==> src/hdl/thsd_pkg.sv <==
// shared types, constants and the crc-8 byte step for the thermometer scratchpad decoder
package thsd_pkg;

    localparam int ADDR_W     = 4;
    localparam int DIV_STEPS  = 15;
    localparam int DIV_CNT_W  = 4;
    localparam int QUO_W      = 15;
    localparam int FRAC_SHIFT = 7;
    localparam int CRC_BYTES  = 8;
    localparam int CRC_CNT_W  = 4;

    // register index, taken from paddr[3:2]
    localparam logic [1:0] REG_NINE_BIT_FAMILY = 2'd0;
    localparam logic [1:0] REG_ERROR_LIMIT     = 2'd1;
    localparam logic [1:0] REG_DISCONNECT_CODE = 2'd2;

    localparam logic [7:0]  RST_NINE_BIT_FAMILY = 8'd16;
    localparam logic [7:0]  RST_ERROR_LIMIT     = 8'd5;
    localparam logic [15:0] RST_DISCONNECT_CODE = 16'hE480;

    localparam logic [7:0] MODE_9BIT  = 8'h1F;
    localparam logic [7:0] MODE_10BIT = 8'h3F;
    localparam logic [7:0] MODE_11BIT = 8'h5F;
    localparam logic [7:0] MODE_12BIT = 8'h7F;

    localparam logic [3:0] RES_NONE = 4'd0;
    localparam logic [3:0] RES_9    = 4'd9;
    localparam logic [3:0] RES_10   = 4'd10;
    localparam logic [3:0] RES_11   = 4'd11;
    localparam logic [3:0] RES_12   = 4'd12;

    localparam logic [7:0]  CRC_POLY     = 8'h8C;
    localparam logic [7:0]  FAIL_MAX     = 8'hFF;
    localparam logic [15:0] NINE_BIT_OFS = 16'd16;

    typedef enum logic [2:0] {
        ST_IDLE = 3'b001,
        ST_RUN  = 3'b010,
        ST_FIN  = 3'b100
    } state_t;

    // dallas crc-8, lsb first, one byte
    function automatic logic [7:0] crc8_byte(input logic [7:0] crc_in, input logic [7:0] data);
        logic [7:0] c;
        logic [7:0] d;
        c = crc_in;
        d = data;
        for (int i = 0; i < 8; i++)
        begin
            if (c[0] ^ d[0])
                c = (c >> 1) ^ CRC_POLY;
            else
                c = c >> 1;
            d = d >> 1;
        end
        return c;
    endfunction

endpackage

==> src/hdl/thsd_div.sv <==
// restoring divider, one quotient bit per cycle, for the fraction term
module thsd_div (
    input  logic                      clk,
    input  logic                      rst_n,
    input  logic                      start,
    input  logic [7:0]                dividend_mag,
    input  logic [7:0]                divisor,
    output logic                      busy,
    output logic [thsd_pkg::QUO_W-1:0] quotient
);

    logic [7:0]                        rem_reg;
    logic [7:0]                        rem_next;
    logic [thsd_pkg::QUO_W-1:0]        shq_reg;
    logic [thsd_pkg::QUO_W-1:0]        shq_next;
    logic [7:0]                        div_reg;
    logic [thsd_pkg::DIV_CNT_W-1:0]    cnt_reg;
    logic [thsd_pkg::DIV_CNT_W-1:0]    cnt_next;
    logic                              busy_reg;
    logic                              busy_next;
    logic [8:0]                        trial;
    logic [7:0]                        diff;
    logic                              ge;

    // partial remainder with the next dividend bit shifted in
    assign trial = {rem_reg, shq_reg[thsd_pkg::QUO_W-1]};
    // the difference is below the divisor whenever it is used
    assign diff  = trial[7:0] - div_reg;
    assign ge    = (trial >= {1'b0, div_reg});

    always_comb
    begin
        rem_next  = rem_reg;
        shq_next  = shq_reg;
        cnt_next  = cnt_reg;
        busy_next = busy_reg;
        if (start)
        begin
            rem_next  = 8'd0;
            shq_next  = {dividend_mag, {thsd_pkg::FRAC_SHIFT{1'b0}}};
            cnt_next  = thsd_pkg::DIV_CNT_W'(thsd_pkg::DIV_STEPS);
            busy_next = 1'b1;
        end
        else if (busy_reg)
        begin
            rem_next = ge ? diff : trial[7:0];
            shq_next = {shq_reg[thsd_pkg::QUO_W-2:0], ge};
            cnt_next = cnt_reg - 1'b1;
            if (cnt_reg == thsd_pkg::DIV_CNT_W'(1))
                busy_next = 1'b0;
        end
    end

    always_ff @(posedge clk or negedge rst_n)
    begin
        if (!rst_n)
        begin
            busy_reg <= 1'b0;
            cnt_reg  <= '0;
        end
        else
        begin
            busy_reg <= busy_next;
            cnt_reg  <= cnt_next;
        end
    end

    always_ff @(posedge clk)
    begin
        rem_reg <= rem_next;
        shq_reg <= shq_next;
        if (start)
            div_reg <= divisor;
    end

    assign busy     = busy_reg;
    assign quotient = shq_reg;

endmodule

==> src/hdl/thermometer_scratchpad_decoder_core.sv <==
// top level: scratchpad crc check, link tracking and temperature decode
//
// channel   dir  handshake                    payload
// s_*       in   s_tvalid / s_tready          s_tdata[79:0], s_tuser[0]
// m_*       out  m_tvalid / m_tready          m_tdata[31:0], m_tuser[1:0]
// apb       in   psel & penable & pwrite      paddr[3:0], pwdata[31:0], prdata[31:0]
//
// the block takes no new beat until it is back in idle. a beat passes through the
// accepting cycle, 15 steps of the bit-serial divider (the crc runs one byte per
// cycle alongside), the exit from the run state, and a finish cycle that writes the
// output register. the divider, not the crc, decides when the run state ends.
// a held result in the output register stalls only the finish cycle.
// reset clears the failure counter, the present flag and the registers to defaults.
module thermometer_scratchpad_decoder_core (
    input  logic                        clk,
    input  logic                        rst_n,
    input  logic                        s_tvalid,
    output logic                        s_tready,
    // family_code, temp_low_byte, temp_high_byte, alarm_high_byte, alarm_low_byte,
    // mode_byte, reserved_byte, remaining_count, count_per_degree, crc_byte
    input  logic [79:0]                 s_tdata,
    // read_ok
    input  logic [0:0]                  s_tuser,
    output logic                        m_tvalid,
    input  logic                        m_tready,
    // temperature[15:0], resolution_bits[19:16], error_run[27:20], zero fill
    output logic [31:0]                 m_tdata,
    // connected, good read (read_ok and crc match)
    output logic [1:0]                  m_tuser,
    input  logic                        psel,
    input  logic                        penable,
    input  logic                        pwrite,
    input  logic [thsd_pkg::ADDR_W-1:0] paddr,
    input  logic [31:0]                 pwdata,
    output logic [31:0]                 prdata,
    output logic                        pready
);

    thsd_pkg::state_t state_reg;
    thsd_pkg::state_t state_next;

    logic [7:0]  nine_bit_family_reg;
    logic [7:0]  error_limit_reg;
    logic [15:0] disconnect_code_reg;

    logic [7:0]  fail_count_reg;
    logic        present_reg;

    logic [7:0]  family_reg;
    logic        read_ok_reg;
    logic [7:0]  low_reg;
    logic [7:0]  high_reg;
    logic [7:0]  mode_reg;
    logic [7:0]  crc_byte_reg;
    logic        neg_reg;
    logic        cpd_zero_reg;

    logic [63:0]                    crc_sh_reg;
    logic [7:0]                     crc_reg;
    logic [thsd_pkg::CRC_CNT_W-1:0] crc_cnt_reg;
    logic                           crc_done;

    logic        m_tvalid_reg;
    logic [31:0] m_tdata_reg;
    logic [1:0]  m_tuser_reg;

    logic        accept;
    logic        finish;
    logic        cfg_write;

    logic [8:0]  cnt_diff;
    logic [7:0]  cnt_mag;
    logic        div_busy;
    logic [thsd_pkg::QUO_W-1:0] quo;

    logic        good;
    logic [7:0]  fail_inc;
    logic [7:0]  fail_new;
    logic        conn;
    logic        nine_bit;
    logic [15:0] frac16;
    logic [15:0] t_plain;
    logic [15:0] t_nine;
    logic [15:0] temp_out;
    logic [3:0]  res_out;

    assign accept    = s_tvalid && s_tready;
    assign s_tready  = (state_reg == thsd_pkg::ST_IDLE);
    assign crc_done  = (crc_cnt_reg == thsd_pkg::CRC_CNT_W'(thsd_pkg::CRC_BYTES));
    assign finish    = (state_reg == thsd_pkg::ST_FIN) && (!m_tvalid_reg || m_tready);
    assign cfg_write = psel && penable && pwrite && pready;
    assign pready    = 1'b1;

    // count_per_degree - remaining_count, split into sign and magnitude for the divider
    assign cnt_diff = {1'b0, s_tdata[71:64]} - {1'b0, s_tdata[63:56]};
    assign cnt_mag  = cnt_diff[8] ? 8'(9'd0 - cnt_diff) : cnt_diff[7:0];

    thsd_div u_div (
        .clk          (clk),
        .rst_n        (rst_n),
        .start        (accept),
        .dividend_mag (cnt_mag),
        .divisor      (s_tdata[71:64]),
        .busy         (div_busy),
        .quotient     (quo)
    );

    always_comb
    begin
        state_next = state_reg;
        unique case (state_reg)
            thsd_pkg::ST_IDLE:
            begin
                if (accept)
                    state_next = thsd_pkg::ST_RUN;
            end
            thsd_pkg::ST_RUN:
            begin
                if (crc_done && !div_busy)
                    state_next = thsd_pkg::ST_FIN;
            end
            thsd_pkg::ST_FIN:
            begin
                if (finish)
                    state_next = thsd_pkg::ST_IDLE;
            end
            default:
                state_next = thsd_pkg::ST_IDLE;
        endcase
    end

    // link decision
    assign good     = read_ok_reg && (crc_reg == crc_byte_reg);
    assign fail_inc = (fail_count_reg == thsd_pkg::FAIL_MAX) ? thsd_pkg::FAIL_MAX
                                                              : fail_count_reg + 8'd1;
    assign fail_new = good ? 8'd0 : fail_inc;
    assign conn     = good || (present_reg && !(fail_inc > error_limit_reg));
    assign nine_bit = (family_reg == nine_bit_family_reg);

    // temperature decode
    assign frac16  = cpd_zero_reg ? 16'd0
                   : (neg_reg ? 16'd0 - {1'b0, quo} : {1'b0, quo});
    assign t_plain = {high_reg[4:0], low_reg, 3'b000};
    assign t_nine  = {high_reg[1:0], low_reg[7:1], 7'd0} - thsd_pkg::NINE_BIT_OFS + frac16;
    assign temp_out = !conn ? disconnect_code_reg : (nine_bit ? t_nine : t_plain);

    always_comb
    begin
        res_out = thsd_pkg::RES_NONE;
        if (nine_bit)
            res_out = thsd_pkg::RES_12;
        else if (conn)
        begin
            unique case (mode_reg)
                thsd_pkg::MODE_12BIT: res_out = thsd_pkg::RES_12;
                thsd_pkg::MODE_11BIT: res_out = thsd_pkg::RES_11;
                thsd_pkg::MODE_10BIT: res_out = thsd_pkg::RES_10;
                thsd_pkg::MODE_9BIT:  res_out = thsd_pkg::RES_9;
                default:              res_out = thsd_pkg::RES_NONE;
            endcase
        end
    end

    always_ff @(posedge clk or negedge rst_n)
    begin
        if (!rst_n)
        begin
            state_reg           <= thsd_pkg::ST_IDLE;
            nine_bit_family_reg <= thsd_pkg::RST_NINE_BIT_FAMILY;
            error_limit_reg     <= thsd_pkg::RST_ERROR_LIMIT;
            disconnect_code_reg <= thsd_pkg::RST_DISCONNECT_CODE;
            fail_count_reg      <= 8'd0;
            present_reg         <= 1'b0;
            crc_cnt_reg         <= '0;
            m_tvalid_reg        <= 1'b0;
        end
        else
        begin
            state_reg <= state_next;
            if (cfg_write)
            begin
                case (paddr[3:2])
                    thsd_pkg::REG_NINE_BIT_FAMILY: nine_bit_family_reg <= pwdata[7:0];
                    thsd_pkg::REG_ERROR_LIMIT:     error_limit_reg     <= pwdata[7:0];
                    thsd_pkg::REG_DISCONNECT_CODE: disconnect_code_reg <= pwdata[15:0];
                    default:                       ;
                endcase
            end
            if (accept)
                crc_cnt_reg <= '0;
            else if ((state_reg == thsd_pkg::ST_RUN) && !crc_done)
                crc_cnt_reg <= crc_cnt_reg + 1'b1;
            if (finish)
            begin
                fail_count_reg <= fail_new;
                present_reg    <= conn;
                m_tvalid_reg   <= 1'b1;
            end
            else if (m_tready)
                m_tvalid_reg <= 1'b0;
        end
    end

    always_ff @(posedge clk)
    begin
        if (accept)
        begin
            family_reg   <= s_tdata[7:0];
            low_reg      <= s_tdata[15:8];
            high_reg     <= s_tdata[23:16];
            mode_reg     <= s_tdata[47:40];
            crc_byte_reg <= s_tdata[79:72];
            read_ok_reg  <= s_tuser[0];
            neg_reg      <= cnt_diff[8];
            cpd_zero_reg <= (s_tdata[71:64] == 8'd0);
            crc_sh_reg   <= s_tdata[71:8];
            crc_reg      <= 8'd0;
        end
        else if ((state_reg == thsd_pkg::ST_RUN) && !crc_done)
        begin
            crc_reg    <= thsd_pkg::crc8_byte(crc_reg, crc_sh_reg[7:0]);
            crc_sh_reg <= {8'd0, crc_sh_reg[63:8]};
        end
        if (finish)
        begin
            m_tdata_reg <= {4'd0, fail_new, res_out, temp_out};
            m_tuser_reg <= {good, conn};
        end
    end

    always_comb
    begin
        prdata = 32'd0;
        case (paddr[3:2])
            thsd_pkg::REG_NINE_BIT_FAMILY: prdata = {24'd0, nine_bit_family_reg};
            thsd_pkg::REG_ERROR_LIMIT:     prdata = {24'd0, error_limit_reg};
            thsd_pkg::REG_DISCONNECT_CODE: prdata = {16'd0, disconnect_code_reg};
            default:                       prdata = 32'd0;
        endcase
    end

    assign m_tvalid = m_tvalid_reg;
    assign m_tdata  = m_tdata_reg;
    assign m_tuser  = m_tuser_reg;

endmodule

==> config.mk <==
export PLATFORM = sky130hd
export DESIGN_NAME = thermometer_scratchpad_decoder_core
export DESIGN_NICKNAME = d
export VERILOG_FILES = /design/src/hdl/thsd_pkg.sv /design/src/hdl/thsd_div.sv /design/src/hdl/thermometer_scratchpad_decoder_core.sv
export SDC_FILE = /design/constraint.sdc
export NUM_CORES = 1
export LEC_CHECK = 0
export BUFFER_PORTS_ARGS = -buffer_cell sky130_fd_sc_hd__buf_2
export CAP_MARGIN = 30
export CORE_ASPECT_RATIO = 1.75
export CORE_MARGIN = 2
export CORE_UTILIZATION = 39
export CTS_CLUSTER_SIZE = 25
export DETAILED_ROUTE_END_ITERATION = 12
export SLEW_MARGIN = 5
export SYNTH_ARGS = -nofsm -noshare
export SYNTH_HDL_FRONTEND = slang
export SYNTH_SLANG_ARGS = --single-unit
export TNS_END_PERCENT = 50
==> constraint.sdc <==
create_clock -name clk -period 8.5 [get_ports clk]
set_clock_uncertainty 0.2 [all_clocks]
set_input_delay 1.7 -clock clk [delete_from_list [all_inputs] [get_ports clk]]
set_output_delay 1.7 -clock clk [all_outputs]
set_load 0.01 [all_outputs]
# Word level (Yosys, flattened, before mapping)
# Cells that the tools add are included.
# classes
eq_ne	17
n_reduce_logical	24
n_addsub	9
bitwise_logic	17
muxes	50
order_cmp	2
n_shift	0
mul	0
div_mod_pow	0
# op_table
operator	count
$mux 8	26
$mux 64	2
$mux 16	4
$pmux 16 s3	1
$mux 15	2
$not 2->3	8
$mux 4	5
$add 16x16->16	1
$eq 8x7->1 const B	2
$eq 8x8->1	2
$pmux 4 s4	1
$sub 1x15->16 const A	1
$sub 16x5->16 const B	1
$ge 9x8->1	1
$mux 3	3
$pmux 3 s3	1
$sub 8x8->9	1
$add 8x1->8 const B	1
$eq 8x5->1 const B	1
$eq 8x6->1 const B	1
$eq 8x8->1 const B	1
$gt 8x8->1	1
$logic_and 1x1->1	8
$logic_not 8->1	1
other kinds (23)	43
# totals
romBits	0
inputBits	124
wordCells	147
latch_bits	0
ramBits	0
output_inout_bits	69
memories	0
reg_bits	227

# Depth between registers and ports, before layout
# logic_depth
ltp_word	31
depth_mapped	16
ltp_nobuf	16

# Modules after synthesis
# Synthesis repeated with hierarchy kept, for this count alone.
# hier_totals
cells_unflattened	998
hier_area_um2	11931.4
# modules_own_cells
module	instances	area_each_um2	seq_area_each_um2	cells_each
thermometer_scratchpad_decoder_core	1	10053.4	5421.4	815
thsd_div	1	1878.1	905.9	183

# Worst setup path after synthesis
# OpenSTA, ideal clock, no wires.
# synth_timing
path_kind	input -> output
from	input paddr[3] (netlist bit)
to	output prdata[0]
slack_ns	3.941
stages	5
arrival_time_ns	2.659
required_ns	6.600
n_path_buf	2
path_cell_list	clkbuf_1 > nor2b_1 > clkbuf_1 > nand2_1 > o21ai_0
# synth_between
elab_chain_len	2
word_cells_on_any_way	4
classes_between	eq/ne (2); mux (1); reduce/logical (1)
# synth_lines
element	line_no	source
from (decl)	thermometer_scratchpad_decoder_core.sv:33	input logic [thsd_pkg::ADDR_W-1:0] paddr,
$eq 2x2->1 (tied with other cells)	thermometer_scratchpad_decoder_core.sv:234	case (paddr[3:2])
$pmux 16 s3 *	thermometer_scratchpad_decoder_core.sv:234	
to (decl)	thermometer_scratchpad_decoder_core.sv:35	output logic [31:0] prdata,
# Every way passes the cells marked *; elsewhere a longest branch is shown, timed or not.

# Worst setup path in the final report
# layout_timing
from	input paddr[3] (netlist bit)
to	output prdata[2]
# Same word-level chain as after synthesis.

==> flow_summary.ini <==
[outcome]
status = complete, no violations

[layout]
mostFrequentLayoutCells = 224 x nand2_1, 154 x buf_2, 150 x edfxtp_1, 71 x o21ai_0, 64 x inv_1
multi_input_area_mm2 = 0.00484
final_common_cell = nand2_1
largest_reg_flops = 64
nets = 1422
drive_gt1_share_pct = 20.6
fillCellCount = 2794
fin_cells = 1648
area_growth_pct = 16.1
seqCellArea_mm2 = 0.00633

[detailed_routing]
drc = 0
wl_met1_mm = 10.3
topRoutingLayerUsed = met5
finalWirelength_mm = 26.6
antenna_left = 0
wl_per_cell_um = 16.1
wl_met3_um = 956
vias = 8012
post_drt_via_cell_ratio = 4.86
dr_wl_met2_mm = 14.6
drt_iter0_drc = 358
drt-pass1-iter-count = 4

[critical_path]
crit_cells = 6
r2r-start = u_div.quotient[2]
start_kind = input port
worstSetupPathType = input port to output port
worst_path_most_repeated_cell = buf_2
timing.rr.end = m_tdata[15]
cp.arrival_ns = 2.68
critPathTopFamily = buffers and inverters
required_ns = 6.60
worstPathMaxFanout = 16
endpoint = prdata[2]
ff2ff_setup_slack_ns = 4.32
crit_start = paddr[3]
r2r_cells = 15
crit_path_top_delay_cell = buf_4
crit_buf_inv = 3
critPathMaxStageDelay_ns = 0.23
worstSetupEndpointType = output port
cp_cell_sequence = buf_2, nor2b_1, buf_4, nand2_1, o21ai_0, buf_2

[grt]
grt_max_degree = 93
grt_pass1_wl_mm = 41.5
grt_pass1_vias = 7867
grt.overflow.total = 0
grt_antenna_before_repair = 3
gr-usage-all-layers_pct = 17.1

[pwr]
p_leak_nw = 5.96
power_density_mw_per_mm2 = 332
irDropWorstVdd_mv = 0.187

[timing]
timing.fmax_mhz = 218
tns_ns = 0
final.period_utilization_pct = 53.9
rsz0062_at_grt = false
finalWorstSetupSlack_ns = 3.92
slew_violations = 0
fin_crit_ns = 4.58
finalSetupViolations = 0
hold_violations = 0
slew_headroom_pct = 40.1
worstMarginPinSlew_ns = 0.898

[cts]
post_cts_resized = 0
cts_made_buffers = 23
ctsRootBufferMaster = clkbuf_16
clock_latency_ns = 0.52
cts_tree = built
clockBufferDepth = 3
clock_sinks = 227
clkTransAtPathRegs_ns = 0.06
cts.htree.levels = 1
cts_setup_buffers = 0
hold_buffers = 0

[logic_synthesis]
yosys_most_used_dff = edfxtp_1
synth-edff-count = 150
synth.yosys.seq_area_share_pct = 54.4
yosysWarningCount = 0
ys_ff_latch = 227
synthCells = 1090
ys_async_sr_fraction_pct = 23.8
synth_area_mm2 = 0.0116
avgSynthCellArea_um2 = 10.7
ys_types = 59

[placement]
dp_hpwl_mm = 19.8
place_inst = 1602
gp_congestion = 0.797
portBuffers = 153
pre_cts_ws_ns = 3.93

[worst_hold_path]
min_path_type = flop to flop

[floorplanning]
die_y_um = 232
fp.coreArea_mm2 = 0.0294
std_cell_rows = 83
start_util_pct = 39.6
die-area_mm2 = 0.0313
fp.dieW_um = 135
ios = 193

[run]
maxCapViolCount = 0
==> stage by stage <==
step / hold WS [ns] / cell area (µm²) / power (W) / util [%]
global placement: 0.283 / 12800 / 0.00349 / 43.4
CTS: 0.309 / 13500 / 0.00454 / 45.9
detailed placement: 0.295 / 12800 / 0.00355 / 43.4
floorplan: 0.250 / 11700 / 0.00314 / -
finish: 0.306 / 13500 / 0.00448 / 45.9
global route: 0.334 / 13500 / 0.00482 / 45.9
==> cell usage after synthesis, drive strengths merged (3+ instances only) <==
| library cell | n | area [µm²] |
|---|---|---|
| a31oi | 5 | 31.3 |
| o21a | 6 | 45.0 |
| a21o | 5 | 37.5 |
| nand3b | 3 | 22.5 |
| o21ai | 71 | 355 |
| inv | 66 | 248 |
| xor2 | 29 | 254 |
| nor2 | 50 | 188 |
| nand4 | 9 | 56.3 |
| clkbuf | 23 | 86.3 |
| mux2i | 29 | 290 |
| a21oi | 31 | 155 |
| nor2b | 12 | 75.1 |
| o211ai | 4 | 30.0 |
| nor3 | 16 | 80.1 |
| nand2b | 14 | 95.1 |
| nor3b | 6 | 45.0 |
| or2 | 3 | 18.8 |
| mux2 | 37 | 417 |
| a211oi | 3 | 22.5 |
| o21bai | 3 | 22.5 |
| dfrtp | 45 | 1130 |
| fa | 3 | 60.1 |
| or4 | 5 | 41.3 |
| dfstp | 9 | 236 |
| and2 | 10 | 62.6 |
| nand3 | 15 | 75.1 |
| nor4 | 3 | 25.0 |
| buf | 32 | 199 |
| nand2 | 225 | 845 |
| edfxtp | 150 | 4500 |
| and3 | 11 | 68.8 |
| ha | 49 | 613 |
| dfxtp | 23 | 460 |
| o31ai | 10 | 75.1 |
| or3 | 4 | 30.0 |
| xnor2 | 53 | 464 |
==> worst min-delay path by stage <==
stage	startpoint	endpoint	slack (ns)	depth (start not counted)
final	present_reg	present_reg	0.31	2
after global routing	crc_sh_reg[41]	crc_sh_reg[33]	0.33	2
after CTS	present_reg	present_reg	0.31	2
after detailed placement	present_reg	present_reg	0.29	2
after global placement	present_reg	present_reg	0.28	2
after floorplan	u_div.rem_reg[1]	u_div.rem_reg[1]	0.25	2
==> routing by layer <==
layer / up-vias / global-route usage, %
met4: 4 / 5.82
met5: - / 0
li1: 4028 / -
met1: 3783 / 18.9
met2: 157 / 33.1
met3: 40 / 2.31
==> report_power, final <==
| group | switching [W] | internal [W] | total [W] |
|---|---|---|---|
| Combinational | 0.000961 | 0.000733 | 0.00169 |
| Clock | 0.000419 | 0.000556 | 0.000975 |
| Sequential | 0.000195 | 0.00162 | 0.00182 |
| Total | 0.00158 | 0.00291 | 0.00448 |
==> area by class of cell <==
class	count	area share, %
tap	382	3.54
sequential	227	46.9
timing repair buffer	167	6.43
antenna	3	0.0556
clock buffer	37	5.11
inverter	67	1.88
clock inverter	5	0.232
multi-input combinational	760	35.9
==> kinds of logic (layout without fill, tap and decap cells) <==
kind of cell	count (synthesis)	count (layout)	share of synthesized area (%)
xor+xnor	82	82	6.18
other cells	2	24	0.0646
buf+inv	122	276	4.62
mux	66	66	6.08
fa+ha+maj	52	52	5.79
compound gates	150	150	7.73
simple gates	389	389	15.1
flops	227	227	54.4
==> worst register-to-register path, stage by stage (launching register included) <==
cell      delay, ns
dfxtp_1        0.37
or3_4          0.42
or4_4          0.43
o21ai_0        0.20
xnor2_1        0.14
nand2b_1       0.07
ha_1           0.27
inv_1          0.04
ha_1           0.35
a211oi_1       0.28
o21bai_1       0.12
a21oi_1        0.25
o21a_1         0.19
o21ai_0        0.12
xnor2_1        0.14
a221o_2        0.36
Note: power is estimated with default switching activity, not from simulation.
